$ cat config.mk
export PLATFORM = sky130hd
export DESIGN_NAME = shared_dual_stack_core
export DESIGN_NICKNAME = d
export VERILOG_FILES = /design/src/rtl/sds_pkg.sv /design/src/rtl/sds_store.sv /design/src/rtl/shared_dual_stack_core.sv
export SDC_FILE = /design/constraint.sdc
export NUM_CORES = 1
export LEC_CHECK = 0
export BUFFER_PORTS_ARGS = -buffer_cell sky130_fd_sc_hd__clkbuf_2
export CORE_UTILIZATION = 60
export CTS_CLUSTER_DIAMETER = 200
export DETAILED_ROUTE_END_ITERATION = 8
export PLACE_DENSITY = 0.82
export SKIP_CTS_REPAIR_TIMING = 1
export SYNTH_ARGS = -nofsm -noshare
export SYNTH_HDL_FRONTEND = slang
export SYNTH_SLANG_ARGS = --single-unit
$ cat constraint.sdc
create_clock -name clk -period 11 [get_ports clk]
set_input_delay 0.55 -clock clk [delete_from_list [all_inputs] [get_ports clk]]
set_output_delay 0.55 -clock clk [all_outputs]
set_load 0.02 [all_outputs]
$ cat src/rtl/sds_pkg.sv
// Shared package for the dual stack core: action codes and fixed field widths.
package sds_pkg;

  // Action codes carried by the action field
  localparam logic [1:0] ACT_PUSH = 2'd0;
  localparam logic [1:0] ACT_POP  = 2'd1;
  localparam logic [1:0] ACT_PEEK = 2'd2;

  // Fixed payload widths
  localparam int ACT_W   = 2;
  localparam int DATA_W  = 32;
  localparam int LEVEL_W = 5;

endpackage

$ cat src/rtl/sds_store.sv
// Word store shared by both stacks: one port, synchronous write, registered read.
module sds_store
  import sds_pkg::*;
#(
  parameter int DEPTH = 16,
  parameter int AW    = 4
) (
  input  logic              clk,
  input  logic              we,
  input  logic              re,
  input  logic [AW-1:0]     addr,
  input  logic [DATA_W-1:0] wdata,
  output logic [DATA_W-1:0] rdata
);

  logic [DATA_W-1:0] mem [DEPTH];

  // Write on we, capture the read word on re
  always_ff @(posedge clk) begin
    if (we) begin
      mem[addr] <= wdata;
    end
    if (re) begin
      rdata <= mem[addr];
    end
  end

endmodule

$ cat src/rtl/shared_dual_stack_core.sv
// Top level of the dual stack core: two LIFO stacks sharing one word store.
//
//   channel   signals                                       transfer
//   --------  --------------------------------------------  ------------------------
//   command   start, action, stack_select, push_value      edge with start && !busy
//   result    done, ok, read_value, low_depth, high_depth,  edge ending the done cycle
//             all_empty
//
// A push completes in the EXEC state, which registers its done strobe; a pop or
// peek that reads the store also passes through READ, set by the registered read
// port of the store. A refused operation or an unknown action code ends in EXEC.
// busy is high from the accepting edge until the result is driven.
// rst is synchronous: it empties both stacks; store contents stay undefined.
// The receiver cannot stall; done is high for exactly one cycle per item.
module shared_dual_stack_core
  import sds_pkg::*;
#(
  parameter int DEPTH = 16
) (
  input  logic                     clk,
  input  logic                     rst,
  input  logic                     start,
  output logic                     busy,
  input  logic [ACT_W-1:0]         action,
  input  logic                     stack_select,
  input  logic signed [DATA_W-1:0] push_value,
  output logic                     done,
  output logic                     ok,
  output logic signed [DATA_W-1:0] read_value,
  output logic [LEVEL_W-1:0]       low_depth,
  output logic [LEVEL_W-1:0]       high_depth,
  output logic                     all_empty
);

  localparam int AW = (DEPTH > 1) ? $clog2(DEPTH) : 1;
  localparam int CW = $clog2(DEPTH + 1);

  localparam logic [1:0] S_IDLE = 2'd0;
  localparam logic [1:0] S_EXEC = 2'd1;
  localparam logic [1:0] S_READ = 2'd2;

  logic [1:0]        state, state_next;
  logic [ACT_W-1:0]  op_action;
  logic              op_sel;
  logic [DATA_W-1:0] op_value;
  logic [CW-1:0]     low_count, low_count_next;
  logic [CW-1:0]     high_count, high_count_next;

  logic              full;
  logic              sel_nonempty;
  logic              is_read_op;
  logic              mem_we, mem_re;
  logic [AW-1:0]     mem_addr;
  logic [DATA_W-1:0] mem_rdata;
  logic [CW-1:0]     addr_wide;

  logic                     done_next, ok_next;
  logic signed [DATA_W-1:0] read_value_next;

  assign busy = (state != S_IDLE);

  // Occupancy checks on the current counts
  assign full = (({1'b0, low_count} + {1'b0, high_count}) >= (CW+1)'(DEPTH));
  assign sel_nonempty = op_sel ? (high_count != '0) : (low_count != '0);
  assign is_read_op = (op_action == ACT_POP) || (op_action == ACT_PEEK);

  // Pick the entry touched by this operation
  always_comb begin
    if (op_action == ACT_PUSH) begin
      addr_wide = op_sel ? (CW'(DEPTH - 1) - high_count) : low_count;
    end else begin
      addr_wide = op_sel ? (CW'(DEPTH) - high_count) : (low_count - CW'(1));
    end
  end
  assign mem_addr = AW'(addr_wide);
  assign mem_we = (state == S_EXEC) && (op_action == ACT_PUSH) && !full;
  assign mem_re = (state == S_EXEC) && is_read_op && sel_nonempty;

  sds_store #(
    .DEPTH (DEPTH),
    .AW    (AW)
  ) u_store (
    .clk   (clk),
    .we    (mem_we),
    .re    (mem_re),
    .addr  (mem_addr),
    .wdata (op_value),
    .rdata (mem_rdata)
  );

  // Sequence one operation: execute, then read back when the store is read
  always_comb begin
    state_next      = state;
    low_count_next  = low_count;
    high_count_next = high_count;
    done_next       = 1'b0;
    ok_next         = 1'b0;
    read_value_next = '0;
    case (state)
      S_IDLE: begin
        if (start) begin
          state_next = S_EXEC;
        end
      end
      S_EXEC: begin
        if (mem_we) begin
          if (op_sel) begin
            high_count_next = high_count + CW'(1);
          end else begin
            low_count_next = low_count + CW'(1);
          end
          ok_next    = 1'b1;
          done_next  = 1'b1;
          state_next = S_IDLE;
        end else if (mem_re) begin
          if (op_action == ACT_POP) begin
            if (op_sel) begin
              high_count_next = high_count - CW'(1);
            end else begin
              low_count_next = low_count - CW'(1);
            end
          end
          state_next = S_READ;
        end else begin
          done_next  = 1'b1;
          state_next = S_IDLE;
        end
      end
      S_READ: begin
        ok_next         = 1'b1;
        read_value_next = $signed(mem_rdata);
        done_next       = 1'b1;
        state_next      = S_IDLE;
      end
      default: begin
        state_next = S_IDLE;
      end
    endcase
  end

  // Advance control state
  always_ff @(posedge clk) begin
    if (rst) begin
      state      <= S_IDLE;
      low_count  <= '0;
      high_count <= '0;
      done       <= 1'b0;
    end else begin
      state      <= state_next;
      low_count  <= low_count_next;
      high_count <= high_count_next;
      done       <= done_next;
    end
  end

  // Hold the command and drive the result registers
  always_ff @(posedge clk) begin
    if (start && !busy) begin
      op_action <= action;
      op_sel    <= stack_select;
      op_value  <= push_value;
    end
    if (done_next) begin
      ok         <= ok_next;
      read_value <= read_value_next;
      low_depth  <= LEVEL_W'(low_count_next);
      high_depth <= LEVEL_W'(high_count_next);
      all_empty  <= (low_count_next == '0) && (high_count_next == '0);
    end
  end

`ifndef SYNTHESIS
  // The result strobe comes only once the core is free again
  a_done_idle: assert property (@(posedge clk) disable iff (rst) done |-> !busy)
    else $error("done while busy");

  // The two stacks never hold more than the store
  a_no_overflow: assert property (@(posedge clk) disable iff (rst)
    ({1'b0, low_count} + {1'b0, high_count}) <= (CW+1)'(DEPTH))
    else $error("stack counts exceed store depth");

  // An accepted command keeps the core busy on the next cycle
  a_accept_busy: assert property (@(posedge clk) disable iff (rst)
    (start && !busy) |=> busy)
    else $error("command accepted but core not busy");

  // One strobe per item
  a_single_done: assert property (@(posedge clk) disable iff (rst) done |=> !done)
    else $error("back-to-back result strobes");

  // The store is read only for a pop or peek on a non-empty stack
  a_read_guard: assert property (@(posedge clk) disable iff (rst)
    mem_re |-> (sel_nonempty && !mem_we))
    else $error("store read on an empty stack");
`endif

endmodule

# Word-level counts from Yosys, hierarchy flattened
# Memories as Yosys holds them, arrays and structs flattened. A register that Yosys moved wholly into a read port is not among the register bits.
# Index checks and enable logic that the tools add are counted.
[op_classes] multipliers=0 shifts=0 n_reduce_logical=16 n_mux=26 n_eq_ne=5 n_lt_le_gt_ge=1 addsub=7 bitwise_logic=0 div=0
[ops] cell="$mux 5" n=12
[ops] cell="$mux 4" n=3
[ops] cell="$add 5x1->5 const B" n=2
[ops] cell="$logic_not 5->1" n=2
[ops] cell="$reduce_bool 5->1" n=2
[ops] cell="$sub 5x1->5 const B" n=2
[ops] cell="$add 5x5->6" n=1
[ops] cell="$ge 6x5->1 const B" n=1
[ops] cell="$logic_and 1x1->1" n=6
[ops] cell="$mux 2" n=3
[ops] cell="$mux 1" n=5
[ops] cell="$eq 2x1->1 const B" n=2
[ops] cell="$eq 2x2->1 const B" n=2
[ops] cell="$logic_not 2->1" n=2
[ops] cell="$pmux 1 s2" n=2
[ops] cell="$pmux 2 s2" n=1
[ops] cell="$sub 1x4->4 const A" n=1
[ops] cell="$sub 4x4->4 const A" n=1
[ops] cell="$logic_not 1->1" n=2
[ops] cell="$ne 2x2->1 const B" n=1
[ops] cell="$reduce_bool 2->1" n=1
[ops] cell="$logic_or 1x1->1" n=1
[totals] out_inout_bits=46 n_memories=1 latchBits=0 rom_bits=0 ram_bits=512 ff_bits=92 word_cells=68
[mem_list] name="u_store.mem" depth=16 width=32 read_ports=1 rd_ports_with_merged_regs=1 wr=1 line_no="sds_store.sv:16" rtl="logic [DATA_W-1:0] mem [DEPTH];"

# Depth between registers and ports, before layout
# Gate-level depths: netlist (run 1).
[logic_depth] word_depth=9 ltp_mapped=10 ltp_nobuf=9

# By module
# A second synthesis (run 1) with hierarchy kept.
[unflattened] hier_cells=1117 area_unflattened_um2=24060.6
[by_module_without_submodules] module="sds_store" n_inst=1 area_each_um2=20183.1 cells_per_inst=840
[by_module_without_submodules] module="shared_dual_stack_core" n_inst=1 area_each_um2=3877.5 cells_per_inst=277

# Least setup slack after synthesis (run 1)
# No wires, ideal clock.
[synth_timing] path_type="reg-to-reg" start="reg high_count[0]" end="reg all_empty, enable pin" path_buffers=0 arrival_ps=3960 setup_time_ps=451 setup_slack_ps=6589 required_time_ps=10549 path_stages_with_launch=9 synth_period_minus_slack_ps=4411 cell_sequence="dfxtp_1 -> inv_1 -> ha_1 -> or4b_2 -> a21oi_1 -> nor2_1 -> nand2_1 -> a21oi_1 -> nor2b_1"
[synth_between] elab_chain_cells=6 elab_cells_between_ends=10 cone_classes="1 x add/sub; 1 x order compare; 4 x mux; 4 x reduce/logical"
[synth_rtl] element="start: declaration" line_no="shared_dual_stack_core.sv:47" rtl="logic [CW-1:0] high_count, high_count_next;"
[synth_rtl] element="start signal: assignment" line_no="shared_dual_stack_core.sv:151" rtl="high_count <= high_count_next;"
[synth_rtl] element="$add 5x5->6 or $reduce_bool 5->1 (tied branches)" line_no="shared_dual_stack_core.sv:63, shared_dual_stack_core.sv:64"
[synth_rtl] element="$ge 6x5->1 or $mux 1 (tied branches)" line_no="shared_dual_stack_core.sv:63, shared_dual_stack_core.sv:64"
[synth_rtl] element="$logic_not 1->1 or $logic_and 1x1->1 (tied branches)" line_no="shared_dual_stack_core.sv:76, shared_dual_stack_core.sv:77"
[synth_rtl] element="$logic_and 1x1->1 or $mux 1 (tied branches)" line_no="shared_dual_stack_core.sv:76, shared_dual_stack_core.sv:115"
[synth_rtl] element="$mux 1 (*)" line_no="shared_dual_stack_core.sv:106" rtl="if (mem_we) begin"
[synth_rtl] element="$pmux 1 s2 (*)" line_no="shared_dual_stack_core.sv:99" rtl="case (state)"
[synth_rtl] element="via done_next" line_no="shared_dual_stack_core.sv:57" rtl="logic done_next, ok_next;"
[synth_rtl] element="end signal: assignment" line_no="shared_dual_stack_core.sv:168" rtl="all_empty <= (low_count_next == '0) && (high_count_next == '0);"
[synth_rtl] element="end: declaration" line_no="shared_dual_stack_core.sv:32" rtl="output logic all_empty"
# Mark *: on every way through the listed nets, which the timed path passes. The rest lies on a longest branch.
# A chain may end at the register's enable or synchronous reset.

# Final worst setup path (run 1)
[layout_timing] start="reg low_count[0]" end="reg u_store.rdata[7] (read register of u_store.mem) (data pin)"
[layout_between] elab_chain_cells=3 elab_cells_between_ends=7 cone_classes="1 x add/sub; 4 x mux; 2 x reduce/logical"
[layout_rtl] element="start: declaration" line_no="shared_dual_stack_core.sv:46" rtl="logic [CW-1:0] low_count, low_count_next;"
[layout_rtl] element="start signal: assignment" line_no="shared_dual_stack_core.sv:150" rtl="low_count <= low_count_next;"
[layout_rtl] element="$sub 5x1->5 or $reduce_bool 5->1 (tied branches)"
[layout_rtl] element="$mux 4 or $mux 1 (tied branches)" line_no="shared_dual_stack_core.sv:72, shared_dual_stack_core.sv:64"
[layout_rtl] element="$mux 4 or $logic_and 1x1->1 (tied branches)" line_no="shared_dual_stack_core.sv:69, shared_dual_stack_core.sv:77"
[layout_rtl] element="end: declaration" line_no="sds_store.sv:13" rtl="output logic [DATA_W-1:0] rdata"
# Several ways; a longest one is shown, not always the timed one.

==> reports/metrics.yaml, run 1 <==
most-common-layout-cells: "sky130_fd_sc_hd__edfxtp_1 (623), sky130_fd_sc_hd__mux4_2 (128), sky130_fd_sc_hd__clkbuf_2 (83)"
mappedNetlistArea_mm2: 0.0242
die_width_um: 203
ys_types: 47
fin_setup_tns_ns: 0
async_flop_share_pct: 0
residual_overflow_from_global_routing: 0
postRouteAntennaNets: 0
clk_latency_ns: 0.60
grt_antenna_before_repair: 0
vias: 11500
setup_viol: 0
syn_inst: 1127
run_status: "finished, final reports clean"
worst_clock_skew_ns: 0.0121
clkSlewWorstSetupHoldPaths_ns: 0.06
synth.top_cells.by_area: "sky130_fd_sc_hd__edfxtp_1 (77%), sky130_fd_sc_hd__mux4_2 (12%), sky130_fd_sc_hd__mux2i_1 (1.4%), sky130_fd_sc_hd__nor2b_1 (1.1%), sky130_fd_sc_hd__dfxtp_1 (1.1%)"
grt_first_pass_wirelength_um: 74400
mappedNetlistNets: 1179
syn2layout_area_growth_pct: 12.0
antenna_cells_inserted: 0
drt_wl_total_um: 49600
ys_seq_elements: 636
start_util_pct: 60.9
detailedRoute.firstPassIterationCount: 5
ys.warnings.count: 0
ir_worst_vdd_v: 0.000151
post-dp-hpwl_um: 24500
timing_worst_setup_path_type: "reg -> reg"
placer_congestion: 0.851
cellPowerDensity_mw_per_mm2: 189
post-place-cells: 1700
timing.critical_path.to_type: "flip-flop"
unrepaired_setup_endpoints_after_global_routing: "false"
regToRegSetupSlack_ns: 6.64
maximum_number_of_pins_on_one_net_before_global_route_repair: 69
synth_enable_flop_cells: 623
slew_headroom_pct: 9.58
drc: 0
critical_path_peak_fanout: 52
hold_path_startpoint: "push_value[10]"
floorplan.die.height_um: 203
cp_data_arrival_time_ns: 4.67
routedWlPerCell_um: 27.5
core_mm2: 0.0397
cts_sinks: 636
avgSynthCellArea_um2: 21.5
htree_levels: 2
grt_pass1_vias: 12000
clockBufferDepth: 3
max_freq_ghz: 0.229
synth_top_flop_cell: "sky130_fd_sc_hd__edfxtp_1"
hold_path_depth: 1
finalNetCount: 1287
worst_hold_path_type: "in -> reg"
timing_max_transition_violations_final: 0
clock_tree.root_cell: "sky130_fd_sc_hd__clkbuf_16"
post_route_cells_drive_above_1_share_pct: 26.2
finalCritPeriodShare_pct: 39.7
layout_commonest_cell: "sky130_fd_sc_hd__edfxtp_1"
cap_viol_max_count: 0
pin_count: 84
cp.required_ns: 11.31
finalHoldViolations: 0
groute.usage.overall_pct: 24.9
tritoncts: "done"
finalCriticalPeriod_ns: 4.36
cts_made_buffers: 58
r2r_cells: 10
dr.first_iter.drc_count: 1234
floorplan.rows: 73
vias_per_cell: 6.38
die_area_mm2: 0.0411
r2r-end: "u_store.rdata[7]"
portBuffers: 83
r2r-start: "low_count[0]"
yosys.area.top_type_share_pct: 77.3
non_filler_instance_count_after_layout: 1806
synth-seq-area-share_pct: 78.4
final.fill_count: 2300
p_leak_uw: 0.00878
transition_at_the_pin_with_the_smallest_max_transition_slack_ns: 1.35
synth_largest_area_cell: "sky130_fd_sc_hd__edfxtp_1"
whs_endpoint: "op_value[10]"
setup.worst_path.start_class: "flip-flop"
## registers in the layout, indices dropped and copies added, names as in the netlist
name and flops:
u_store.mem 512, op_value 32, read_value 32, u_store.rdata 32, high_count 5, high_depth 5
low_count 5, low_depth 5, op_action 2, state 2, all_empty 1, done 1
ok 1, op_sel 1
## synthesized netlist by cell type, drive strengths merged (2+ instances only)
cell and count:
o31ai 2, nor3b 3, and2 33, mux4 129, nand3 7, dfxtp 13, and2b 2, xor2 4
nor2b 42, o21a 2, inv 12, nor4 3, clkbuf 37, a211oi 33, buf 16, or4 3
nor3 3, xnor2 9, a21oi 39, nand2b 3, o22ai 2, nand2 9, ha 14, or3b 2
mux2i 33, or3 4, o21ai 7, nor2 26, edfxtp 623
## area by class of cell
class                           instances  area, µm²  area share [%]
Sequential cell                       636      19000            70.0
Clock inverter                         33        234           0.863
Tap cell                              525        657            2.42
Inverter                               12       45.0           0.166
Clock buffer                           73       1530            5.64
Multi-Input combinational cell        426       5130            18.9
Timing Repair Buffer                  101        551            2.03
## report_power, final
group / total (µW) / switching, µW / internal (µW)
logic: 483 / 267 / 216
clock network: 1890 / 840 / 1050
registers: 2740 / 39.1 / 2700
## worst max-delay path, stage by stage (launching register included)
cell and delay, ns:
sky130_fd_sc_hd__dfxtp_1 0.44, sky130_fd_sc_hd__inv_1 0.11, sky130_fd_sc_hd__ha_1 0.37, sky130_fd_sc_hd__inv_1 0.09
sky130_fd_sc_hd__mux4_4 0.75, sky130_fd_sc_hd__buf_4 0.73, sky130_fd_sc_hd__buf_4 0.63, sky130_fd_sc_hd__mux4_2 0.40
sky130_fd_sc_hd__nor2b_1 0.16, sky130_fd_sc_hd__a211oi_1 0.29, sky130_fd_sc_hd__a21oi_1 0.07
## worst max-delay path by stage
stage             startpoint  cells past startpoint                 to  slack [ns]
2_1_floorplan  high_count[0]                      8          all_empty        6.59
6_report        low_count[0]                     10   u_store.rdata[7]        6.64
3_3_place_gp    low_count[1]                     10  u_store.rdata[13]        6.77
5_1_grt         low_count[1]                     10   u_store.rdata[7]        6.38
4_1_cts         low_count[0]                     10   u_store.rdata[7]        6.62
3_5_place_dp    low_count[0]                     10  u_store.rdata[12]        6.66
## logic make-up (layout without fill, tap and decap cells)
kind of cell	Yosys count	after routing	synth area share (%)
DFF	636	636	78.4
xor gates and xnor gates	13	13	0.471
and+or+nand+nor	147	147	3.54
adders and majority gates	14	14	0.724
buffers and inverters	65	219	1.11
muxes	162	162	13.4
AOI/OAI and AO/OA	90	90	2.40
## layer usage
| layer | vias to the layer above | global-route usage (%) | routed length [µm] |
|---|---|---|---|
| li1 | 4853 | - | - |
| met5 | - | 0 | 0 |
| met4 | 0 | 9.85 | 1640 |
| met3 | 119 | 4.49 | 3510 |
| met2 | 587 | 41.1 | 25000 |
| met1 | 5956 | 33.4 | 19500 |
## metrics by stage
stage	total power (µW)	setup slack, ns	cell area (µm²)	util (%)	hold slack, ns
finish	5120	6.64	27100	68.2	0.127
global route	5260	6.38	27100	68.2	0.112
CTS	5140	6.62	27100	68.2	0.110
detailed placement	3260	6.66	25400	63.8	0.511
global placement	3250	6.77	25400	63.8	0.500
floorplan	3130	6.59	24200	-	0.485
Power figures use the tool's default switching activity.
==> inputs of run 2 (changes only) <==
- CORE_UTILIZATION: 60 -> 55
- PLACE_DENSITY: 0.82 -> 0.8
- clock period: 11 -> 3.9 ns (I/O delays scaled with it)
==> run 2 against run 1 <==
Critical endpoint is now u_store.mem[3][15]. Non-clock buffer count up 68. Highest routed layer unchanged. Clock skew up 0.0016 ns. Worst hold slack better by 0.16 ns. Clock-buffer cell count up 1. Utilization down 2.8 points. Register-to-register slack worse by 6.4 ns. First-iteration DRC count up 5.4%. Flip-flop and latch count unchanged. Critical path depth down 2.
==> reports/metrics.yaml, run 2 (same netlist as run 1, synthesis figures left out) <==
timing.critical_path.to_type: "flip-flop"  # unchanged
clock_tree.root_cell: "sky130_fd_sc_hd__clkbuf_16"  # unchanged
postRouteAntennaNets: 0  # unchanged
pin_count: 84  # unchanged
groute.usage.overall_pct: 23.4  # was 24.9%
max_freq_ghz: 0.276  # was 0.229 GHz
finalCritPeriodShare_pct: 92.8  # was 39.7%
placer_congestion: 0.831  # was 0.851
detailedRoute.firstPassIterationCount: 7  # was 5
clkSlewWorstSetupHoldPaths_ns: 0.06  # about the same
die_area_mm2: 0.0448  # was 0.0411 mm²
vias_per_cell: 6.08  # was 6.38
finalCriticalPeriod_ns: 3.62  # was 4.36 ns
globalRoute.busiestLayer: "met2"  # unchanged
globalRouteMet3Util_pct: 5.07  # was 4.49%
most-common-layout-cells: "sky130_fd_sc_hd__edfxtp_1 (623), sky130_fd_sc_hd__mux4_2 (128), sky130_fd_sc_hd__clkbuf_2 (83)"  # unchanged
die_width_um: 212  # was 203 µm
cap_viol_max_count: 0  # unchanged
ir_worst_vdd_v: 0.000411  # was 0.000151 V
antenna_cells_inserted: 0  # unchanged
transition_at_the_pin_with_the_smallest_max_transition_slack_ns: 0.999  # was 1.35 ns
worst_clock_skew_ns: 0.0137  # was 0.0121 ns
r2r_cells: 8  # was 10
run_status: "finished, final reports clean"  # unchanged
hold_path_depth: 2  # was 1
clockBufferDepth: 3  # unchanged
cellPowerDensity_mw_per_mm2: 537  # was 189 mW/mm²
routedWlPerCell_um: 26.4  # was 27.5 µm
htree_levels: 2  # unchanged
vias: 11800  # was 11500
finalHoldViolations: 0  # unchanged
non_filler_instance_count_after_layout: 1937  # was 1806
syn2layout_area_growth_pct: 17.0  # was 12.0%
cp.required_ns: 4.20  # was 11.31 ns
r2r-start: "op_action[0]"  # was low_count[0]
maximum_number_of_pins_on_one_net_before_global_route_repair: 54  # was 69
hold_path_startpoint: "push_value[22]"  # was push_value[10]
residual_overflow_from_global_routing: 0  # unchanged
grt_pass1_vias: 12100  # was 12000
whs_endpoint: "op_value[22]"  # was op_value[10]
largest_register_ff_count: 512  # unchanged
post_route_cells_drive_above_1_share_pct: 27.7  # was 26.2%
setup_viol: 0  # unchanged
cts_sinks: 636  # unchanged
grt_first_pass_wirelength_um: 75000  # was 74400 µm
p_leak_uw: 0.00929  # was 0.00878 µW
timing_max_transition_violations_final: 0  # unchanged
groute.layer.met2.usage_pct: 39.9  # was 41.1%
groute.layer.met1.usage_pct: 29.8  # was 33.4%
grt_antenna_before_repair: 0  # unchanged
cts_made_buffers: 60  # was 58
critical_path_peak_fanout: 25  # was 52
r2r-end: "u_store.mem[3][15]"  # was u_store.rdata[7]
unrepaired_setup_endpoints_after_global_routing: "false"  # unchanged
setup.worst_path.start_class: "flip-flop"  # unchanged
start_util_pct: 55.9  # was 60.9%
post-place-cells: 1790  # was 1700
floorplan.rows: 76  # was 73
worst_hold_path_type: "in -> reg"  # unchanged
slew_headroom_pct: 33.0  # was 9.58%
drc: 0  # unchanged
cp_data_arrival_time_ns: 3.92  # was 4.67 ns
drt_wl_total_um: 51200  # was 49600 µm
post-dp-hpwl_um: 27600  # was 24500 µm
dpl-instance-area_mm2: 0.0259  # was 0.0254 mm²
regToRegSetupSlack_ns: 0.28  # was 6.64 ns
timing_worst_setup_path_type: "reg -> reg"  # unchanged
portBuffers: 83  # unchanged
dr.first_iter.drc_count: 1301  # was 1234
tritoncts: "done"  # unchanged
final_design_area_no_fill_mm2: 0.0283  # was 0.0271 mm²
top_register: "u_store.mem"  # unchanged
finalNetCount: 1357  # was 1287
layout_commonest_cell: "sky130_fd_sc_hd__edfxtp_1"  # unchanged
clk_latency_ns: 0.62  # was 0.60 ns
final.fill_count: 2683  # was 2300
floorplan.die.height_um: 212  # was 203 µm
core_mm2: 0.0433  # was 0.0397 mm²
==> run 2: worst max path at each step <==
stage	start	end	slack [ns]	cells after the start
finish	op_action[0]	u_store.mem[3][15]	0.28	8
global route	op_action[0]	u_store.mem[3][15]	0.18	8
CTS	op_action[0]	u_store.mem[3][15]	0.35	8
detailed placement	op_action[0]	u_store.mem[2][14]	0.37	8
global placement	op_action[0]	u_store.mem[3][15]	0.51	8
floorplan	op_action[0]	u_store.mem[2][0]	-0.19	10
==> run 2: final cells by class <==
type / instances / area (µm²) / share of cell area, %
clock buffer: 74 / 1600 / 5.64
clock inverter: 35 / 430 / 1.52
inverter: 12 / 45.0 / 0.159
multi-input combinational: 426 / 5130 / 18.1
sequential: 636 / 19000 / 67.0
tap: 585 / 732 / 2.59
timing repair buffer: 169 / 1410 / 4.97
==> run 2: per-layer routing <==
metal | part of all wire (%) | vias to the layer above
li1 | - | 4972
met1 | 37 | 6099
met2 | 52 | 600
met3 | 7.8 | 104
met4 | 2.8 | 0
met5 | 0 | -
==> run 2: stage by stage <==
| step | setup TNS, ns | setup WS (ns) | util, % | hold slack [ns] | total power [µW] |
|---|---|---|---|---|---|
| final | 0 | 0.281 | 65.4 | 0.288 | 15200 |
| after global routing | 0 | 0.184 | 65.4 | 0.278 | 15600 |
| after CTS | 0 | 0.351 | 64.6 | -0.275 | 15300 |
| after detailed placement | 0 | 0.366 | 59.9 | 0.374 | 9290 |
| after global placement | 0 | 0.511 | 59.9 | 0.371 | 9240 |
| after floorplan | -36.64 | -0.192 | - | 0.267 | 8840 |
==> run 2: power by group <==
| part | total [µW] | switching (µW) | internal [µW] | leakage [µW] |
|---|---|---|---|---|
| registers | 7740 | 113 | 7620 | 0.00578 |
| logic | 1460 | 782 | 676 | 0.00252 |
| clock network | 6010 | 2460 | 3550 | 0.000994 |
==> run 2: worst max-delay path: stages (launching register included) <==
cell	delay, ns
sky130_fd_sc_hd__edfxtp_1	0.39
sky130_fd_sc_hd__inv_1	0.08
sky130_fd_sc_hd__ha_1	0.33
sky130_fd_sc_hd__or3b_1	0.40
sky130_fd_sc_hd__or3b_4	0.44
sky130_fd_sc_hd__nor2_1	0.47
sky130_fd_sc_hd__nand3_1	0.49
sky130_fd_sc_hd__nor2_4	0.41
sky130_fd_sc_hd__buf_12	0.27
==> inputs of run 3 (changes only) <==
- ABC_AREA: not set -> 1
- CORE_UTILIZATION: 55 -> 49
- PLACE_DENSITY: 0.8 -> 0.73
- SKIP_CTS_REPAIR_TIMING: 1 -> not set
==> run 3 against run 2 <==
Register-to-register slack improved by 0.51 ns. Sequential power is 1% higher. Synthesized cell count is 58% higher. Total power decreased by 2.9%. First-iteration DRC count up 32%. Clock power is 6.0% lower. Maximum frequency increased by 17%. Largest power group unchanged. Via count is 25% higher. Synthesized area grew 0.73%. Critical endpoint is now u_store.mem[14][4]. Clock skew is 0.0059 ns higher. Global-route usage is 0.89 points lower. Die area up 13%. Largest cell class unchanged.
==> reports/metrics.yaml, run 3 <==
yosysMostFrequentCell: "sky130_fd_sc_hd__nand2_1"  # was sky130_fd_sc_hd__edfxtp_1
synth_largest_area_cell: "sky130_fd_sc_hd__edfxtp_1"  # unchanged
unrepaired_setup_endpoints_after_global_routing: "false"  # unchanged
worst_path_max_delay_cell: "sky130_fd_sc_hd__nor2_4"  # was sky130_fd_sc_hd__nand3_1
ys_types: 38  # was 47
clockBufferDepth: 3  # unchanged
setup.worst_path.end: "u_store.mem[14][4]"  # was u_store.mem[3][15]
clk_latency_ns: 0.64  # was 0.62 ns
routedWlPerCell_um: 21.3  # was 26.4 µm
most-common-layout-cells: "sky130_fd_sc_hd__nand2_1 (672), sky130_fd_sc_hd__edfxtp_1 (623), sky130_fd_sc_hd__nand4_1 (135)"  # was sky130_fd_sc_hd__edfxtp_1 (623), sky130_fd_sc_hd__mux4_2 (128), sky130_fd_sc_hd__clkbuf_2 (83)
mappedNetlistNets: 1831  # was 1179
yosys-top-cells-count: "sky130_fd_sc_hd__nand2_1 (672), sky130_fd_sc_hd__edfxtp_1 (623), sky130_fd_sc_hd__nand4_1 (135)"  # was sky130_fd_sc_hd__edfxtp_1 (623), sky130_fd_sc_hd__mux4_2 (129), sky130_fd_sc_hd__nor2b_1 (42)
dr.first_iter.drc_count: 1719  # was 1301
timing.critical_path.to_type: "flip-flop"  # unchanged
htree_levels: 2  # unchanged
drc: 0  # unchanged
post_cts_resized: 0
floorplan.rows: 81  # was 76
portBuffers: 83  # unchanged
synth_enable_flop_cells: 623  # unchanged
cp_num_cells: 9  # was 8
residual_overflow_from_global_routing: 0  # unchanged
timing_max_transition_violations_final: 0  # unchanged
fin_setup_tns_ns: 0  # unchanged
post-dp-hpwl_um: 30500  # was 27600 µm
avgSynthCellArea_um2: 13.7  # was 21.5 µm²
antenna_cells_inserted: 0  # unchanged
vias: 14700  # was 11800
ir_worst_vdd_v: 0.000359  # was 0.000411 V
timing_worst_setup_path_type: "reg -> reg"  # unchanged
detailedRoute.firstPassIterationCount: 7  # unchanged
finalCritPeriodShare_pct: 79.6  # was 92.8%
cp_data_arrival_time_ns: 3.45  # was 3.92 ns
syn2layout_area_growth_pct: 15.0  # was 17.0%
r2r-end: "u_store.mem[14][4]"  # was u_store.mem[3][15]
finalHoldViolations: 0  # unchanged
critical_path_peak_fanout: 14  # was 25
final.fill_count: 3838  # was 2683
ys_seq_elements: 636  # unchanged
ys.warnings.count: 0  # unchanged
worst_hold_path_type: "in -> reg"  # unchanged
die_width_um: 225  # was 212 µm
cap_viol_max_count: 0  # unchanged
synth-seq-area-share_pct: 77.8  # was 78.4%
regToRegSetupSlack_ns: 0.80  # was 0.28 ns
async_flop_share_pct: 0  # unchanged
maximum_number_of_pins_on_one_net_before_global_route_repair: 129  # was 54
groute.usage.overall_pct: 22.5  # was 23.4%
layout_commonest_cell: "sky130_fd_sc_hd__nand2_1"  # was sky130_fd_sc_hd__edfxtp_1
run_status: "finished, final reports clean"  # unchanged
cellPowerDensity_mw_per_mm2: 527  # was 537 mW/mm²
finalCriticalPeriod_ns: 3.10  # was 3.62 ns
mappedNetlistArea_mm2: 0.0244  # was 0.0242 mm²
syn_inst: 1779  # was 1127
synth.top_cells.by_area: "sky130_fd_sc_hd__edfxtp_1 (77%), sky130_fd_sc_hd__nand2_1 (10%), sky130_fd_sc_hd__nand4_1 (3.5%), sky130_fd_sc_hd__a22oi_1 (2.0%), sky130_fd_sc_hd__dfxtp_1 (1.1%)"  # was sky130_fd_sc_hd__edfxtp_1 (77%), sky130_fd_sc_hd__mux4_2 (12%), sky130_fd_sc_hd__mux2i_1 (1.4%), sky130_fd_sc_hd__nor2b_1 (1.1%), sky130_fd_sc_hd__dfxtp_1 (1.1%)
p_leak_uw: 0.00996  # was 0.00929 µW
crit_path_max_incr_delay_ns: 0.58  # was 0.49 ns
path_buf_inv: 3  # was 2
cp.required_ns: 4.25  # was 4.20 ns
r2r_cells: 9  # was 8
floorplan.die.height_um: 225  # was 212 µm
setup.worst_path.start_class: "flip-flop"  # unchanged
transition_at_the_pin_with_the_smallest_max_transition_slack_ns: 0.904  # was 0.999 ns
core_mm2: 0.0491  # was 0.0433 mm²
grt_pass1_vias: 14600  # was 12100
worst_clock_skew_ns: 0.0196  # was 0.0137 ns
die_area_mm2: 0.0506  # was 0.0448 mm²
postRouteAntennaNets: 0  # unchanged
vias_per_cell: 5.57  # was 6.08
top_register: "u_store.mem"  # unchanged
cts_made_buffers: 61  # was 60
grt_first_pass_wirelength_um: 85100  # was 75000 µm
cp_cell_sequence: "inv_1 -> ha_1 -> nand2_2 -> nor4_4 -> nand2_4 -> inv_2 -> nand2_1 -> nor2_4 -> buf_4"  # was inv_1 -> ha_1 -> or3b_1 -> or3b_4 -> nor2_1 -> nand3_1 -> nor2_4 -> buf_12
r2r-start: "op_action[0]"  # unchanged
clock_tree.root_cell: "sky130_fd_sc_hd__clkbuf_16"  # unchanged
clkSlewWorstSetupHoldPaths_ns: 0.06  # about the same
pin_count: 84  # unchanged
synth_top_flop_cell: "sky130_fd_sc_hd__edfxtp_1"  # unchanged
largest_register_ff_count: 512  # unchanged
start_util_pct: 49.7  # was 55.9%
post_route_cells_drive_above_1_share_pct: 13.4  # was 27.7%
max_freq_ghz: 0.322  # was 0.276 GHz
placer_congestion: 0.890  # was 0.831
post-route-util_pct: 57.1  # was 65.4%
slew_headroom_pct: 39.6  # was 33.0%
grt_antenna_before_repair: 0  # unchanged
startpoint: "op_action[0]"  # unchanged
yosys.area.top_type_share_pct: 76.7  # was 77.3%
finalNetCount: 1978  # was 1357
cpLargestDelayFamily: "simple AND/OR/NAND/NOR gates"  # unchanged
setup_viol: 0  # unchanged
cts_sinks: 636  # unchanged
drt_wl_total_um: 56100  # was 51200 µm
tritoncts: "done"  # unchanged
## run 3: cell count changes after synthesis, moves of 28 or more
cell	previous run	this run
sky130_fd_sc_hd__a211oi_1	33	0
sky130_fd_sc_hd__a22oi_1	0	64
sky130_fd_sc_hd__and2_1	33	1
sky130_fd_sc_hd__buf_2	14	51
sky130_fd_sc_hd__clkbuf_1	37	9
sky130_fd_sc_hd__inv_1	12	61
sky130_fd_sc_hd__mux2i_1	33	0
sky130_fd_sc_hd__mux4_2	129	0
sky130_fd_sc_hd__nand2_1	9	672
sky130_fd_sc_hd__nand4_1	0	135
sky130_fd_sc_hd__nor2b_1	42	0
## run 3: cell families (layout without fill, tap and decap cells)
logic type      Yosys count  after routing  share of synthesized area, %
buf+inv                 152            348                          3.07
fa+ha+maj                14             14                         0.719
compound gates           92             92                          2.70
flops                   636            636                          77.8
xor+xnor                  5              5                         0.180
simple gates            880            880                          15.5
## run 3: routing by layer
layer / up-vias / wire length (µm) / global-route usage (%)
met5: - / 0 / 0
met4: 0 / 1490 / 7.99
met3: 106 / 4860 / 4.50
met2: 658 / 26300 / 36.3
met1: 7250 / 23500 / 30.6
li1: 6674 / - / -
## run 3: worst min-delay path by stage
stage          slack, ns  cells past startpoint           start           end
2_1_floorplan       0.27                      1             rst      state[0]
3_3_place_gp        0.37                      1  push_value[30]  op_value[30]
3_5_place_dp        0.37                      1   push_value[1]   op_value[1]
4_1_cts             0.24                      2  push_value[15]  op_value[15]
5_1_grt             0.27                      2  push_value[10]  op_value[10]
6_report            0.27                      2   push_value[9]   op_value[9]
## run 3: final cells by class
type                            instances  area, µm²  area share, %
Sequential cell                       636      19000           67.7
Inverter                               71        272          0.969
Timing Repair Buffer                  165       1240           4.42
Multi-Input combinational cell        991       4800           17.1
Tap cell                              664        831           2.96
Clock buffer                           74       1580           5.62
Clock inverter                         38        338           1.21
## run 3: through the flow
step | std cells | worst slack (ns) | hold slack, ns | cell area [µm²] | total power [µW]
floorplan | 1779 | 0.377 | 0.272 | 24400 | 8780
global placement | 2489 | 0.892 | 0.371 | 25700 | 9190
detailed placement | 2489 | 0.820 | 0.374 | 25700 | 9220
CTS | 2639 | 0.801 | 0.242 | 28000 | 14800
global route | 2639 | 0.615 | 0.266 | 28000 | 15300
finish | 2639 | 0.796 | 0.268 | 28000 | 14800
## run 3: power breakdown
part | internal (µW) | switching [µW]
Sequential | 7690 | 140
Combinational | 378 | 908
Clock | 3150 | 2500
## run 3: what timing repair did
item / CTS / global route
buffers inserted: 0 / 0
hold endpoints to repair: 47 / 0
hold buffers: 38 / 0
